## src/afs_pkg.sv

```systemverilog
package afs_pkg;

  localparam int unsigned HEADER_BYTES     = 10;
  localparam int unsigned FRAMES_PER_POINT = 43;

  localparam int unsigned HDR_KEEP   = 6;
  localparam int unsigned HDR_IDX_W  = $clog2(HDR_KEEP);
  localparam int unsigned BIDX_W     = $clog2(HEADER_BYTES);
  localparam int unsigned FIS_W      = $clog2(FRAMES_PER_POINT + 1);
  localparam int unsigned FLEN_W     = 13;
  localparam int unsigned CNT_W      = 24;
  localparam int unsigned POS_W      = 32;

  localparam logic [7:0] SYNC_BYTE  = 8'hFF;
  localparam logic [7:0] SYNC_MASK  = 8'hF6;
  localparam logic [7:0] SYNC_VALUE = 8'hF0;

  localparam int unsigned MAX_RESULTS     = 2;
  localparam int unsigned FIFO_DEPTH      = 8;
  localparam int unsigned FIFO_PTR_W      = $clog2(FIFO_DEPTH);
  localparam int unsigned FIFO_CNT_W      = FIFO_PTR_W + 1;
  localparam int unsigned FIFO_SUM_W      = FIFO_CNT_W + 1;
  localparam int unsigned FIFO_ACCEPT_MAX = FIFO_DEPTH - 2 * MAX_RESULTS;

  localparam int unsigned CFG_IDX_W  = 1;
  localparam int unsigned CFG_DATA_W = 32;

  typedef enum logic [CFG_IDX_W-1:0] {
    CFG_POSITION_BASE = 1'b0,
    CFG_SEEK_ENABLE   = 1'b1
  } afs_cfg_index_e;

  typedef enum logic [1:0] {
    PH_COLLECT = 2'd0,
    PH_SKIP    = 2'd1,
    PH_STOPPED = 2'd2
  } afs_phase_e;

  typedef enum logic [1:0] {
    KIND_FRAME     = 2'd0,
    KIND_SYNC_LOSS = 2'd1,
    KIND_DATA_END  = 2'd2
  } afs_kind_e;

  typedef struct packed {
    logic [7:0] data_byte;
    logic       last;
  } afs_in_beat_t;

  typedef struct packed {
    logic [1:0]        result_kind;
    logic [FLEN_W-1:0] frame_len;
    logic              version_id;
    logic [1:0]        profile;
    logic [3:0]        rate_index;
    logic [2:0]        channel_config;
    logic [CNT_W-1:0]  frame_count;
    logic [31:0]       total_bytes;
    logic              seek_point;
    logic [POS_W-1:0]  seek_position;
    logic [CNT_W-1:0]  seconds_count;
  } afs_out_beat_t;

  typedef struct packed {
    logic       version_id;
    logic [1:0] profile;
    logic [3:0] rate_index;
    logic [2:0] channel_config;
  } afs_lat_t;

  typedef struct packed {
    logic [POS_W-1:0] position_base;
    logic             seek_enable;
  } afs_cfg_t;

  typedef struct packed {
    logic          vld0;
    logic          vld1;
    afs_out_beat_t res0;
    afs_out_beat_t res1;
  } afs_push_t;

  function automatic logic [31:0] sat_add32(input logic [31:0] a, input logic [31:0] b);
    logic [32:0] s;
    s = {1'b0, a} + {1'b0, b};
    return s[32] ? '1 : s[31:0];
  endfunction

  function automatic logic [31:0] sat_inc32(input logic [31:0] a);
    return (a == '1) ? a : a + 32'd1;
  endfunction

  function automatic logic [CNT_W-1:0] sat_inc24(input logic [CNT_W-1:0] a);
    return (a == '1) ? a : a + 1'b1;
  endfunction

  function automatic afs_out_beat_t make_result(
    input afs_kind_e         kind,
    input logic [FLEN_W-1:0] flen,
    input logic              point,
    input logic [POS_W-1:0]  pos,
    input afs_lat_t          lat,
    input logic [CNT_W-1:0]  frames,
    input logic [31:0]       bytes,
    input logic [CNT_W-1:0]  secs
  );
    afs_out_beat_t r;
    r.result_kind    = kind;
    r.frame_len      = flen;
    r.version_id     = lat.version_id;
    r.profile        = lat.profile;
    r.rate_index     = lat.rate_index;
    r.channel_config = lat.channel_config;
    r.frame_count    = frames;
    r.total_bytes    = bytes;
    r.seek_point     = point;
    r.seek_position  = pos;
    r.seconds_count  = secs;
    return r;
  endfunction

endpackage

```

## src/afs_cfg_regs.sv

```systemverilog
module afs_cfg_regs (
  input  logic                                clk_i,
  input  logic                                rst_ni,
  input  logic                                cfg_we_i,
  input  logic [afs_pkg::CFG_IDX_W-1:0]       cfg_index_i,
  input  logic [afs_pkg::CFG_DATA_W-1:0]      cfg_data_i,
  output afs_pkg::afs_cfg_t                   cfg_o
);

  afs_pkg::afs_cfg_t cfg_q, cfg_d;

  always_comb begin
    cfg_d = cfg_q;
    if (cfg_we_i) begin
      unique case (afs_pkg::afs_cfg_index_e'(cfg_index_i))
        afs_pkg::CFG_POSITION_BASE: cfg_d.position_base = cfg_data_i[afs_pkg::POS_W-1:0];
        afs_pkg::CFG_SEEK_ENABLE:   cfg_d.seek_enable   = cfg_data_i[0];
        default: ;
      endcase
    end
  end

  always_ff @(posedge clk_i or negedge rst_ni) begin
    if (!rst_ni) begin
      cfg_q.position_base <= '0;
      cfg_q.seek_enable   <= 1'b1;
    end else begin
      cfg_q <= cfg_d;
    end
  end

  assign cfg_o = cfg_q;

endmodule

```

## src/afs_scan.sv

```systemverilog
module afs_scan (
  input  logic                  clk_i,
  input  logic                  rst_ni,
  input  logic                  valid_i,
  input  afs_pkg::afs_in_beat_t beat_i,
  input  afs_pkg::afs_cfg_t     cfg_i,
  output afs_pkg::afs_push_t    push_o
);

  afs_pkg::afs_phase_e                phase_q, phase_d;
  logic [afs_pkg::BIDX_W-1:0]         bidx_q, bidx_d;
  logic [afs_pkg::FLEN_W-1:0]         skip_q, skip_d;
  logic [afs_pkg::CNT_W-1:0]          frames_q, frames_d;
  logic [31:0]                        bytes_q, bytes_d;
  logic [afs_pkg::FIS_W-1:0]          fis_q, fis_d;
  logic [afs_pkg::CNT_W-1:0]          secs_q, secs_d;
  logic [afs_pkg::POS_W-1:0]          off_q, off_d;
  logic [afs_pkg::POS_W-1:0]          fstart_q, fstart_d;
  afs_pkg::afs_lat_t                  lat_q, lat_d;
  logic [7:0]                         hdr_q [afs_pkg::HDR_KEEP];

  afs_pkg::afs_lat_t                  hdr_lat;
  afs_pkg::afs_push_t                 push;
  afs_pkg::afs_out_beat_t             end_res;
  logic [afs_pkg::FLEN_W-1:0]         flen;
  logic [afs_pkg::FIS_W-1:0]          fis_base;
  logic                               sync_ok;
  logic                               point;
  logic                               end_chk;
  logic                               clear;

  assign sync_ok = (hdr_q[0] == afs_pkg::SYNC_BYTE) &&
                   ((hdr_q[1] & afs_pkg::SYNC_MASK) == afs_pkg::SYNC_VALUE);
  assign flen    = {hdr_q[3][1:0], hdr_q[4], hdr_q[5][7:5]};

  assign hdr_lat.version_id     = hdr_q[1][3];
  assign hdr_lat.profile        = hdr_q[2][7:6];
  assign hdr_lat.rate_index     = hdr_q[2][5:2];
  assign hdr_lat.channel_config = {hdr_q[2][0], hdr_q[3][7:6]};

  assign fis_base = (fis_q >= afs_pkg::FIS_W'(afs_pkg::FRAMES_PER_POINT)) ? '0 : fis_q;

  always_comb begin
    phase_d  = phase_q;
    bidx_d   = bidx_q;
    skip_d   = skip_q;
    frames_d = frames_q;
    bytes_d  = bytes_q;
    fis_d    = fis_q;
    secs_d   = secs_q;
    off_d    = off_q;
    fstart_d = fstart_q;
    lat_d    = lat_q;
    push     = '0;
    end_res  = '0;
    point    = 1'b0;
    end_chk  = 1'b0;
    clear    = 1'b0;

    if (valid_i) begin
      unique case (phase_q)
        afs_pkg::PH_STOPPED: begin
          clear = beat_i.last;
        end
        afs_pkg::PH_SKIP: begin
          if (skip_q != '0) begin
            skip_d = skip_q - 1'b1;
          end
          if (skip_d == '0) begin
            phase_d = afs_pkg::PH_COLLECT;
          end
          off_d   = afs_pkg::sat_inc32(off_q);
          end_chk = 1'b1;
        end
        afs_pkg::PH_COLLECT: begin
          if (bidx_q == '0) begin
            fstart_d = off_q;
          end
          if (bidx_q == afs_pkg::BIDX_W'(afs_pkg::HEADER_BYTES - 1)) begin
            bidx_d = '0;
            if (!sync_ok) begin
              push.vld0 = 1'b1;
              push.res0 = afs_pkg::make_result(afs_pkg::KIND_SYNC_LOSS, '0, 1'b0, '0,
                                               lat_q, frames_q, bytes_q, secs_q);
              if (beat_i.last) begin
                clear = 1'b1;
              end else begin
                phase_d = afs_pkg::PH_STOPPED;
                off_d   = afs_pkg::sat_inc32(off_q);
              end
            end else begin
              if (frames_q == '0) begin
                lat_d = hdr_lat;
              end
              frames_d = afs_pkg::sat_inc24(frames_q);
              bytes_d  = afs_pkg::sat_add32(bytes_q, 32'(flen));
              if (fis_base == '0) begin
                point  = cfg_i.seek_enable;
                secs_d = afs_pkg::sat_inc24(secs_q);
              end
              fis_d     = fis_base + 1'b1;
              push.vld0 = 1'b1;
              push.res0 = afs_pkg::make_result(afs_pkg::KIND_FRAME, flen, point,
                                               afs_pkg::sat_add32(cfg_i.position_base,
                                                                  fstart_q),
                                               lat_d, frames_d, bytes_d, secs_d);
              if (flen > afs_pkg::FLEN_W'(afs_pkg::HEADER_BYTES)) begin
                skip_d  = flen - afs_pkg::FLEN_W'(afs_pkg::HEADER_BYTES);
                phase_d = afs_pkg::PH_SKIP;
              end else begin
                skip_d  = '0;
                phase_d = afs_pkg::PH_COLLECT;
              end
              off_d   = afs_pkg::sat_inc32(off_q);
              end_chk = 1'b1;
            end
          end else begin
            bidx_d  = bidx_q + 1'b1;
            off_d   = afs_pkg::sat_inc32(off_q);
            end_chk = 1'b1;
          end
        end
        default: ;
      endcase

      if (end_chk && beat_i.last) begin
        end_res = afs_pkg::make_result(afs_pkg::KIND_DATA_END, '0, 1'b0, '0,
                                       lat_d, frames_d, bytes_d, secs_d);
        if (push.vld0) begin
          push.vld1 = 1'b1;
          push.res1 = end_res;
        end else begin
          push.vld0 = 1'b1;
          push.res0 = end_res;
        end
        clear = 1'b1;
      end
    end

    if (clear) begin
      phase_d  = afs_pkg::PH_COLLECT;
      bidx_d   = '0;
      skip_d   = '0;
      frames_d = '0;
      bytes_d  = '0;
      fis_d    = '0;
      secs_d   = '0;
      off_d    = '0;
      fstart_d = '0;
      lat_d    = '0;
    end
  end

  always_ff @(posedge clk_i or negedge rst_ni) begin
    if (!rst_ni) begin
      phase_q  <= afs_pkg::PH_COLLECT;
      bidx_q   <= '0;
      skip_q   <= '0;
      frames_q <= '0;
      bytes_q  <= '0;
      fis_q    <= '0;
      secs_q   <= '0;
      off_q    <= '0;
      fstart_q <= '0;
      lat_q    <= '0;
    end else begin
      phase_q  <= phase_d;
      bidx_q   <= bidx_d;
      skip_q   <= skip_d;
      frames_q <= frames_d;
      bytes_q  <= bytes_d;
      fis_q    <= fis_d;
      secs_q   <= secs_d;
      off_q    <= off_d;
      fstart_q <= fstart_d;
      lat_q    <= lat_d;
    end
  end

  always_ff @(posedge clk_i) begin
    if (valid_i && phase_q == afs_pkg::PH_COLLECT &&
        bidx_q < afs_pkg::BIDX_W'(afs_pkg::HDR_KEEP)) begin
      hdr_q[bidx_q[afs_pkg::HDR_IDX_W-1:0]] <= beat_i.data_byte;
    end
  end

  assign push_o = push;

endmodule

```

## src/afs_res_fifo.sv

```systemverilog
module afs_res_fifo (
  input  logic                             clk_i,
  input  logic                             rst_ni,
  input  afs_pkg::afs_push_t               push_i,
  input  logic                             pop_i,
  output logic [afs_pkg::FIFO_CNT_W-1:0]   level_o,
  output afs_pkg::afs_out_beat_t           data_o
);

  afs_pkg::afs_out_beat_t              mem_q [afs_pkg::FIFO_DEPTH];
  logic [afs_pkg::FIFO_PTR_W-1:0]      wr_ptr_q, wr_ptr_d;
  logic [afs_pkg::FIFO_PTR_W-1:0]      rd_ptr_q, rd_ptr_d;
  logic [afs_pkg::FIFO_CNT_W-1:0]      level_q, level_d;
  logic [afs_pkg::FIFO_PTR_W-1:0]      wr_ptr_nx;
  logic [afs_pkg::FIFO_CNT_W-1:0]      n_push;

  assign wr_ptr_nx = wr_ptr_q + 1'b1;
  assign n_push    = afs_pkg::FIFO_CNT_W'(push_i.vld0) + afs_pkg::FIFO_CNT_W'(push_i.vld1);

  always_comb begin
    wr_ptr_d = wr_ptr_q + n_push[afs_pkg::FIFO_PTR_W-1:0];
    rd_ptr_d = rd_ptr_q + afs_pkg::FIFO_PTR_W'(pop_i);
    level_d  = level_q + n_push - afs_pkg::FIFO_CNT_W'(pop_i);
  end

  always_ff @(posedge clk_i or negedge rst_ni) begin
    if (!rst_ni) begin
      wr_ptr_q <= '0;
      rd_ptr_q <= '0;
      level_q  <= '0;
    end else begin
      wr_ptr_q <= wr_ptr_d;
      rd_ptr_q <= rd_ptr_d;
      level_q  <= level_d;
    end
  end

  always_ff @(posedge clk_i) begin
    if (push_i.vld0) begin
      mem_q[wr_ptr_q] <= push_i.res0;
    end
    if (push_i.vld1) begin
      mem_q[wr_ptr_nx] <= push_i.res1;
    end
  end

  assign level_o = level_q;
  assign data_o  = mem_q[rd_ptr_q];

endmodule

```

## src/adts_frame_scanner_core.sv

```systemverilog
// ADTS frame scanner: takes one stream byte per clock while in_stall_o is low and
// reports one result per ADTS frame found (length, first-frame format fields, running
// counts, seek point) plus an end result on sync loss or at the byte flagged last
// (none for a last byte after a sync loss). A byte goes from the input register through
// the scan logic into an eight-beat result queue, which offers each result once written.
// The sustained rate is one byte per cycle while not stalled; input stall rises only
// when the result queue, counting what is still in flight, has fewer than four free
// entries, which happens only while the output side holds stall.
module adts_frame_scanner_core (
  input  logic                             clk_i,
  input  logic                             rst_ni,
  input  logic                             in_valid_i,
  output logic                             in_stall_o,
  input  afs_pkg::afs_in_beat_t            in_beat_i,
  output logic                             out_valid_o,
  input  logic                             out_stall_i,
  output afs_pkg::afs_out_beat_t           out_beat_o,
  input  logic                             cfg_we_i,
  input  logic [afs_pkg::CFG_IDX_W-1:0]    cfg_index_i,
  input  logic [afs_pkg::CFG_DATA_W-1:0]   cfg_data_i
);

  logic                                in_valid_q;
  afs_pkg::afs_in_beat_t               in_beat_q;
  afs_pkg::afs_cfg_t                   cfg;
  afs_pkg::afs_push_t                  push;
  logic [afs_pkg::FIFO_CNT_W-1:0]      level;
  logic [afs_pkg::FIFO_SUM_W-1:0]      level_sum;
  logic                                in_accept;
  logic                                pop;

  assign level_sum  = afs_pkg::FIFO_SUM_W'(level) +
                      (in_valid_q ? afs_pkg::FIFO_SUM_W'(afs_pkg::MAX_RESULTS) : '0);
  assign in_stall_o = level_sum > afs_pkg::FIFO_SUM_W'(afs_pkg::FIFO_ACCEPT_MAX);
  assign in_accept  = in_valid_i && !in_stall_o;

  assign out_valid_o = level != '0;
  assign pop         = out_valid_o && !out_stall_i;

  always_ff @(posedge clk_i or negedge rst_ni) begin
    if (!rst_ni) begin
      in_valid_q <= 1'b0;
    end else begin
      in_valid_q <= in_accept;
    end
  end

  always_ff @(posedge clk_i) begin
    if (in_accept) begin
      in_beat_q <= in_beat_i;
    end
  end

  afs_cfg_regs u_cfg (
    .clk_i       (clk_i),
    .rst_ni      (rst_ni),
    .cfg_we_i    (cfg_we_i),
    .cfg_index_i (cfg_index_i),
    .cfg_data_i  (cfg_data_i),
    .cfg_o       (cfg)
  );

  afs_scan u_scan (
    .clk_i   (clk_i),
    .rst_ni  (rst_ni),
    .valid_i (in_valid_q),
    .beat_i  (in_beat_q),
    .cfg_i   (cfg),
    .push_o  (push)
  );

  afs_res_fifo u_fifo (
    .clk_i   (clk_i),
    .rst_ni  (rst_ni),
    .push_i  (push),
    .pop_i   (pop),
    .level_o (level),
    .data_o  (out_beat_o)
  );

endmodule
```

## config.mk

```make
export PLATFORM = sky130hd
export DESIGN_NAME = adts_frame_scanner_core
export DESIGN_NICKNAME = d
export VERILOG_FILES = /design/src/afs_pkg.sv /design/src/afs_cfg_regs.sv /design/src/afs_scan.sv /design/src/afs_res_fifo.sv /design/src/adts_frame_scanner_core.sv
export SDC_FILE = /design/constraint.sdc
export NUM_CORES = 2
export LEC_CHECK = 0
export BUFFER_PORTS_ARGS = -buffer_cell sky130_fd_sc_hd__buf_2
export CAP_MARGIN = 0
export CORE_MARGIN = 4
export CORE_UTILIZATION = 50
export DETAILED_ROUTE_END_ITERATION = 12
export PLACE_DENSITY = 0.66
export SYNTH_ARGS = -nofsm -noshare
export SYNTH_HDL_FRONTEND = slang
export SYNTH_HIERARCHICAL = 1
export SYNTH_SLANG_ARGS = --single-unit
```

## constraint.sdc

```tcl
create_clock -name clk_i -period 31 [get_ports clk_i]
set_input_delay 0 -clock clk_i [delete_from_list [all_inputs] [get_ports clk_i]]
set_output_delay 0 -clock clk_i [all_outputs]
set_load 0.01 [all_outputs]
```

; Word level (Yosys, flattened, before mapping)
; Memory sizes are Yosys's and may differ from the RTL's.
; Cells that the tools add are included.
[word_totals]
regBits = 232
latchBits = 0
ram_bits = 1152
romBits = 0
output_inout_bits = 140
word_cells = 179
n_memories = 2
[op_classes]
n_addsub = 16
multipliers = 0
n_div = 0
n_lt_le_gt_ge = 4
n_eq_ne = 13
shifts = 0
muxes = 93
n_bitwise = 1
reduce_logical = 29
[mem_list]
columns = memory, depth, word_bits, rd, rd_clocked_by_memory_dff, write_ports, line_no
row1 = u_fifo.mem_q, 8, 138, 1, 0, 2, afs_res_fifo.sv:10  ; afs_pkg::afs_out_beat_t mem_q [afs_pkg::FIFO_DEPTH];
row2 = u_scan.hdr_q, 6, 8, 6, 0, 1, afs_scan.sv:20  ; logic [7:0] hdr_q [afs_pkg::HDR_KEEP];
[op_table]
columns = cell, count
row1 = two-way mux 278 bit, 2
row2 = two-way mux 138 bit, 4
row3 = two-way mux 32 bit, 17
row4 = two-way mux 24 bit, 13
row5 = two-way mux 137 bit, 1
row6 = two-way mux 13 bit, 8
row7 = one-hot mux 32 bit (2 select lines), 1
row8 = two-way mux 10 bit, 6
row9 = "adder 24 x 1 -> 24 bit, second input constant", 2
row10 = "equality test 24 bit, second input constant", 2
row11 = two-way mux 6 bit, 6
row12 = adder 32 x 13 -> 33 bit, 1
row13 = adder 32 x 32 -> 33 bit, 1
row14 = "adder 32 x 1 -> 32 bit, second input constant", 1
row15 = "equality test 32 bit, second input constant", 1
row16 = one-hot mux 13 bit (2 select lines), 1
row17 = logical NOT 24 bit, 1
row18 = two-way mux 1 bit, 20
row19 = two-way mux 4 bit, 4
row20 = two-way mux 2 bit, 7
row21 = "> comparator 13 x 4 -> 1 bit, second input constant", 1
row22 = logical NOT 13 bit, 1
row23 = nonzero test 13 bit, 1
row24 = "subtractor 13 x 1 -> 13 bit, second input constant", 1
row25 = 36 further kinds, 53

; Depth between registers and ports, before layout
[depth]
depth_word = 13
mapped_depth = 17

; Hierarchy
; The synthesis kept the hierarchy.
[modules_own_cells]
columns = module, n_inst, cells_per_inst, area_per_inst_um2, seq_area_each_um2
row1 = afs_res_fifo, 1, 2889, 55482.0, 33402.0
row2 = afs_scan, 1, 2160, 16669.7, 5590.4
row3 = afs_cfg_regs, 1, 72, 1400.1, 827.0
row4 = adts_frame_scanner_core, 1, 20, 377.9, 295.3

; Worst setup path after synthesis
; Ideal clock, no wire load.
[synth_timing]
kind = register to register
start = register u_scan/bidx_q[1] in the netlist's numbering
end = memory u_fifo/mem_q[2][0] in the netlist's numbering, enable pin
setup_ps = 837
arrival_time_ps = 12138
required_ps = 30163
slack_ps = 18025
stages_incl_launch_ff = 10
path_cell_list = dfrtp_1 -> inv_1 -> ha_1 -> nand3b_1 -> nor3_1 -> nand2_1 -> clkbuf_1 -> nand2_1 -> nand2_1 -> o31ai_1
[synth_lines]
columns = item, line_no
row1 = "start, declared", afs_scan.sv:11  ; logic [afs_pkg::BIDX_W-1:0] bidx_q, bidx_d;
row2 = "start signal, assigned", afs_scan.sv:168  ; bidx_q <= bidx_d;
row3 = "end, declared", afs_res_fifo.sv:10

==> out/results.md <==
| Group | Item | Reported |
| --- | --- | --- |
| routing | Final wirelength | 202000 um |
| setup path | Critical path data required time | 31.41 ns |
| routing | Total via count in the routed design | 46345 |
| setup path | Family with the most delay on the worst path | buffers and inverters |
| synthesis | Mapped Area | 73900 um2 |
| run status | Run status | complete, no violations |
| synthesis | Number of enable flip-flop cells after synthesis | 1150 |
| clocking | Clock latency of the later-clocked register in the worst-skew pair | 0.80 ns |
| clocking | Number of buffers added by the clock tree synthesis step | 153 |
| clocking | # Post-CTS Setup Buffers | 0 |
| timing | Final total negative setup slack | 0 ns |
| synthesis | Main area contributors after synthesis | edfxtp_1 47%, mux2_2 17%, mux4_2 8.4%, dfrtp_1 7.5%, mux2_4 2.8% |
| floorplanning | Horiz. Die Dim | 393 um |
| setup path | Register-to-register path setup slack | 25.11 ns |
| global routing | Vias in the first global route | 47423 |
| synthesis | Most used DFF post-synth | edfxtp_1 |
| setup path | Crit Reg-Reg Endpoint | u_fifo/mem_q[2][109] |
| floorplanning | Site Rows | 140 |
| setup path | Critical path startpoint category | flip-flop |
| setup path | Crit path arrival time | 6.29 ns |
| cells and area | Synthesis-to-layout area growth | 11.5% |
| routing | Remaining routing DRC violations | 0 |
| clocking | CTS clock-pin slew for the worst setup and hold paths | 0.06 ns |
| timing | Unrepaired setup endpoints after global routing | no |
| place | Cell area after placement | 76300 um2 |
| global routing | Global routing usage summed across all routing layers | 26.2% |
| synthesis | Syn avg cell area | 14.4 um2 |
| timing | FMAX | 0.170 GHz |
| power | Final Total Pwr | 5190 uW |
| global routing | Wire length of the first global-routing pass | 306000 um |
| timing | Headroom to the max-slew limit | 12.9% |
| synthesis | Proportion of register bits with asynchronous set or reset after synthesis | 16.2% |
| synthesis | Cell type with the largest total area after synthesis | edfxtp_1 |
| global routing | Largest net degree at the start of global routing | 133 |
| synthesis | Total number of yosys warnings | 6 |
| synthesis | Count of unique library cells instantiated by Yosys | 81 |
| timing | Final Max Tran Viols | 0 |
| floorplanning | Top-level I/O count | 187 |
| floorplanning | Area enclosed by the die boundary | 154000 um2 |
| setup path | Critical register-to-register path startpoint | u_scan/hdr_q[1][2] |
| clocking | CTS HTree Levels | 4 |
| setup path | Logic depth of the worst register-to-register path | 11 |
| timing | Worst hold margin | 0.0631 ns |
| setup path | Cell mode on critical path | buf_4 |
| place | DP Wirelength | 114000 um |
| routing | Number of design-rule violations left by the first detailed-router iteration | 4593 |
| timing | Final Hold Viols | 0 |
| cells and area | Ratio of cells with drive above 1 in the final layout | 38.0% |
| floorplanning | Die Span Y | 393 um |
| hold path | Worst hold path depth | 4 |
| timing | Final setup violation count | 0 |
| synthesis | Top-area cell type share of the netlist area | 46.7% |
| setup path | CP max stage delay | 0.78 ns |
| place | Last weighted congestion value of the routability-driven placer | 0.874 |
| power | Max VDD drop | 0.0000758 V |
| clocking | Clock tree from TritonCTS | yes |
| cells and area | Final Cell Area | 82400 um2 |
| hold path | Worst hold-check path type | primary input to flip-flop |
| flow run | Max-capacitance violation count | 0 |
| setup path | Slowest-stage cell, CP | buf_4 |
| routing | Post-route antenna net violation count | 0 |
| setup path | CP Class | flip-flop to flip-flop |
| power | Power per Cell Area | 63.0 nW/um2 |
| setup path | Type of destination of the critical path | flip-flop |
| routing | First drt pass iteration count | 8 |
| routing | Post-DR wirelength/cell | 27.4 um |
| clocking | Master cell of the clock root buffer | clkbuf_16 |
| timing | Worst Skew | 0.0317 ns |
| cells and area | Most common cell after layout, fill and taps aside | edfxtp_1 |
| clocking | Maximum root-to-sink buffer count | 3 |
| place | Input/output buffers | 186 |
| power | Leakage power figure | 0.0298 uW |
| routing | Vias/cell | 6.29 |
| cells and area | Final Net Count | 5443 |
| synthesis | Sequential fraction of the synthesis area | 54.3% |
| setup path | Largest fanout on the critical path | 50 |
| timing | Transition time at the pin with the least slew margin | 1.31 ns |
| global routing | Antenna violations before repair | 8 |
| cells and area | Leading cell types in the layout, fill and taps excluded | 1150 x edfxtp_1, 1106 x mux2_2, 284 x nand2_1 |
| floorplanning | Floorplan core area | 146000 um2 |
| setup path | Worst path cell trace | or2_1, or4_1, buf_4, nand2_1, nand4_1, inv_1, nand3_1, or2_4, o31ai_4, buf_4, buf_4 |
| floorplanning | Starting Density | 50.5% |
| global routing | Final global-route overflow total | 0 |
| synthesis | #FFs+latches synth | 1373 |
| clocking | Resized cells post-CTS | 0 |
| timing | Final min period | 5.89 ns |
| hold path | Worst hold start | cfg_index_i |
| timing | Ratio of final minimum period to clock period | 19.0% |
| synthesis | Post-synthesis cell count | 5141 |
| hold path | Endpoint, Worst Hold | u_cfg/cfg_o[30] |
| clocking | Number of sinks handled by clock tree synthesis | 1373 |
| setup path | Critical path buffer and inverter count | 4 |
[what timing repair did]
item / 4_1_cts / 5_1_grt
hold endpoints to repair: 150 / 0
setup endpoints to repair: 0 / 0
hold buffers: 117 / 0
[metal layers]
layer	GRT usage, %	vias to the layer above	wire [um]
li1	-	20331	-
met1	37.3	23952	87200
met2	42.2	1757	95800
met3	4.34	301	14500
met4	6.63	4	4490
met5	0	-	28
[worst min-delay path, stage by stage]
cell	delay, ns
buf_2	0.11
nor2b_4	0.04
buf_4	0.32
mux2_2	0.32
[worst max path at each step]
| stage | startpoint | to | slack (ns) | depth (start not counted) |
|---|---|---|---|---|
| 5_1_grt | u_scan/hdr_q[1][2] | u_fifo/mem_q[5][108] | 24.93 | 11 |
| 3_3_place_gp | u_scan/hdr_q[1][2] | u_fifo/mem_q[2][103] | 25.23 | 11 |
| 6_report | u_scan/hdr_q[1][2] | u_fifo/mem_q[2][109] | 25.11 | 11 |
| 3_5_place_dp | u_scan/hdr_q[1][2] | u_fifo/mem_q[2][103] | 25.17 | 11 |
| 2_1_floorplan | u_scan/bidx_q[1] | u_fifo/mem_q[2][0] | 18.02 | 9 |
| 4_1_cts | u_scan/hdr_q[1][2] | u_fifo/mem_q[2][103] | 25.15 | 11 |
[per-stage QoR]
stage	instances	setup slack (ns)	utilization, %
final	7372	25.11	56.3
after global routing	7370	24.93	56.3
after detailed placement	6968	25.17	52.2
after global placement	6968	25.23	52.2
after floorplan	5187	18.02	-
after CTS	7370	25.15	56.3
[flip-flops by register name, summed over array words and instances (netlist names), 6 cells and up]
name and count:
u_fifo/mem_q 1104, u_scan/hdr_q 37, u_cfg/cfg_o 33, u_scan/bytes_q 32, u_scan/fstart_q 32, u_scan/off_q 32, u_scan/frames_q 24, u_scan/secs_q 24
u_scan/skip_q 13, u_scan/lat_q 10, in_beat_q 9, u_scan/fis_q 6
[kinds of logic (layout without fill, tap and decap cells)]
family | after synthesis | in the layout | synth area share, %
multiplexers | 1564 | 1564 | 28.7
flip-flops | 1373 | 1373 | 54.3
AND/OR/NAND/NOR | 838 | 838 | 5.34
AO/OA/AOI/OAI | 687 | 687 | 5.72
buffers and inverters | 476 | 742 | 3.15
XOR/XNOR | 129 | 129 | 1.54
adder cells (fa/ha/maj) | 73 | 73 | 1.28
other | 1 | 49 | 0.00507
[cells in the mapped netlist, types with 12 or more instances]
master	count
a31oi_1	53
mux2_1	30
o31ai_1	34
nor4_1	23
nand2_1	290
buf_4	59
nand3_1	81
xnor2_1	75
nor2_1	218
a22o_1	37
o21ai_0	203
a211oi_1	12
inv_1	59
or3_1	24
and4_1	13
a21oi_1	197
nor3_1	32
edfxtp_1	1150
mux4_2	276
and2_1	16
buf_2	117
mux2_4	139
o211ai_1	15
mux2i_1	13
buf_1	16
and3_1	57
ha_1	69
mux2_2	1106
a22oi_1	18
clkbuf_1	205
xor2_1	53
nand2b_1	12
nand4_1	27
a21o_1	30
dfrtp_1	222
buf_6	17
[power by group]
part | switching [uW] | internal [uW]
logic | 692 | 553
clock network | 768 | 1020
registers | 100 | 2060
[final cells by class]
type                       instances  area, um2
multi-input combinational       3338      31900
timing repair buffer             398       2880
clock inverter                    66        633
inverter                          59        221
tap                             1917       2400
clock buffer                     219       4260
antenna                            2       5.00
fill                           11507      63900
sequential                      1373      40100
(Power assumes the default switching activity.)
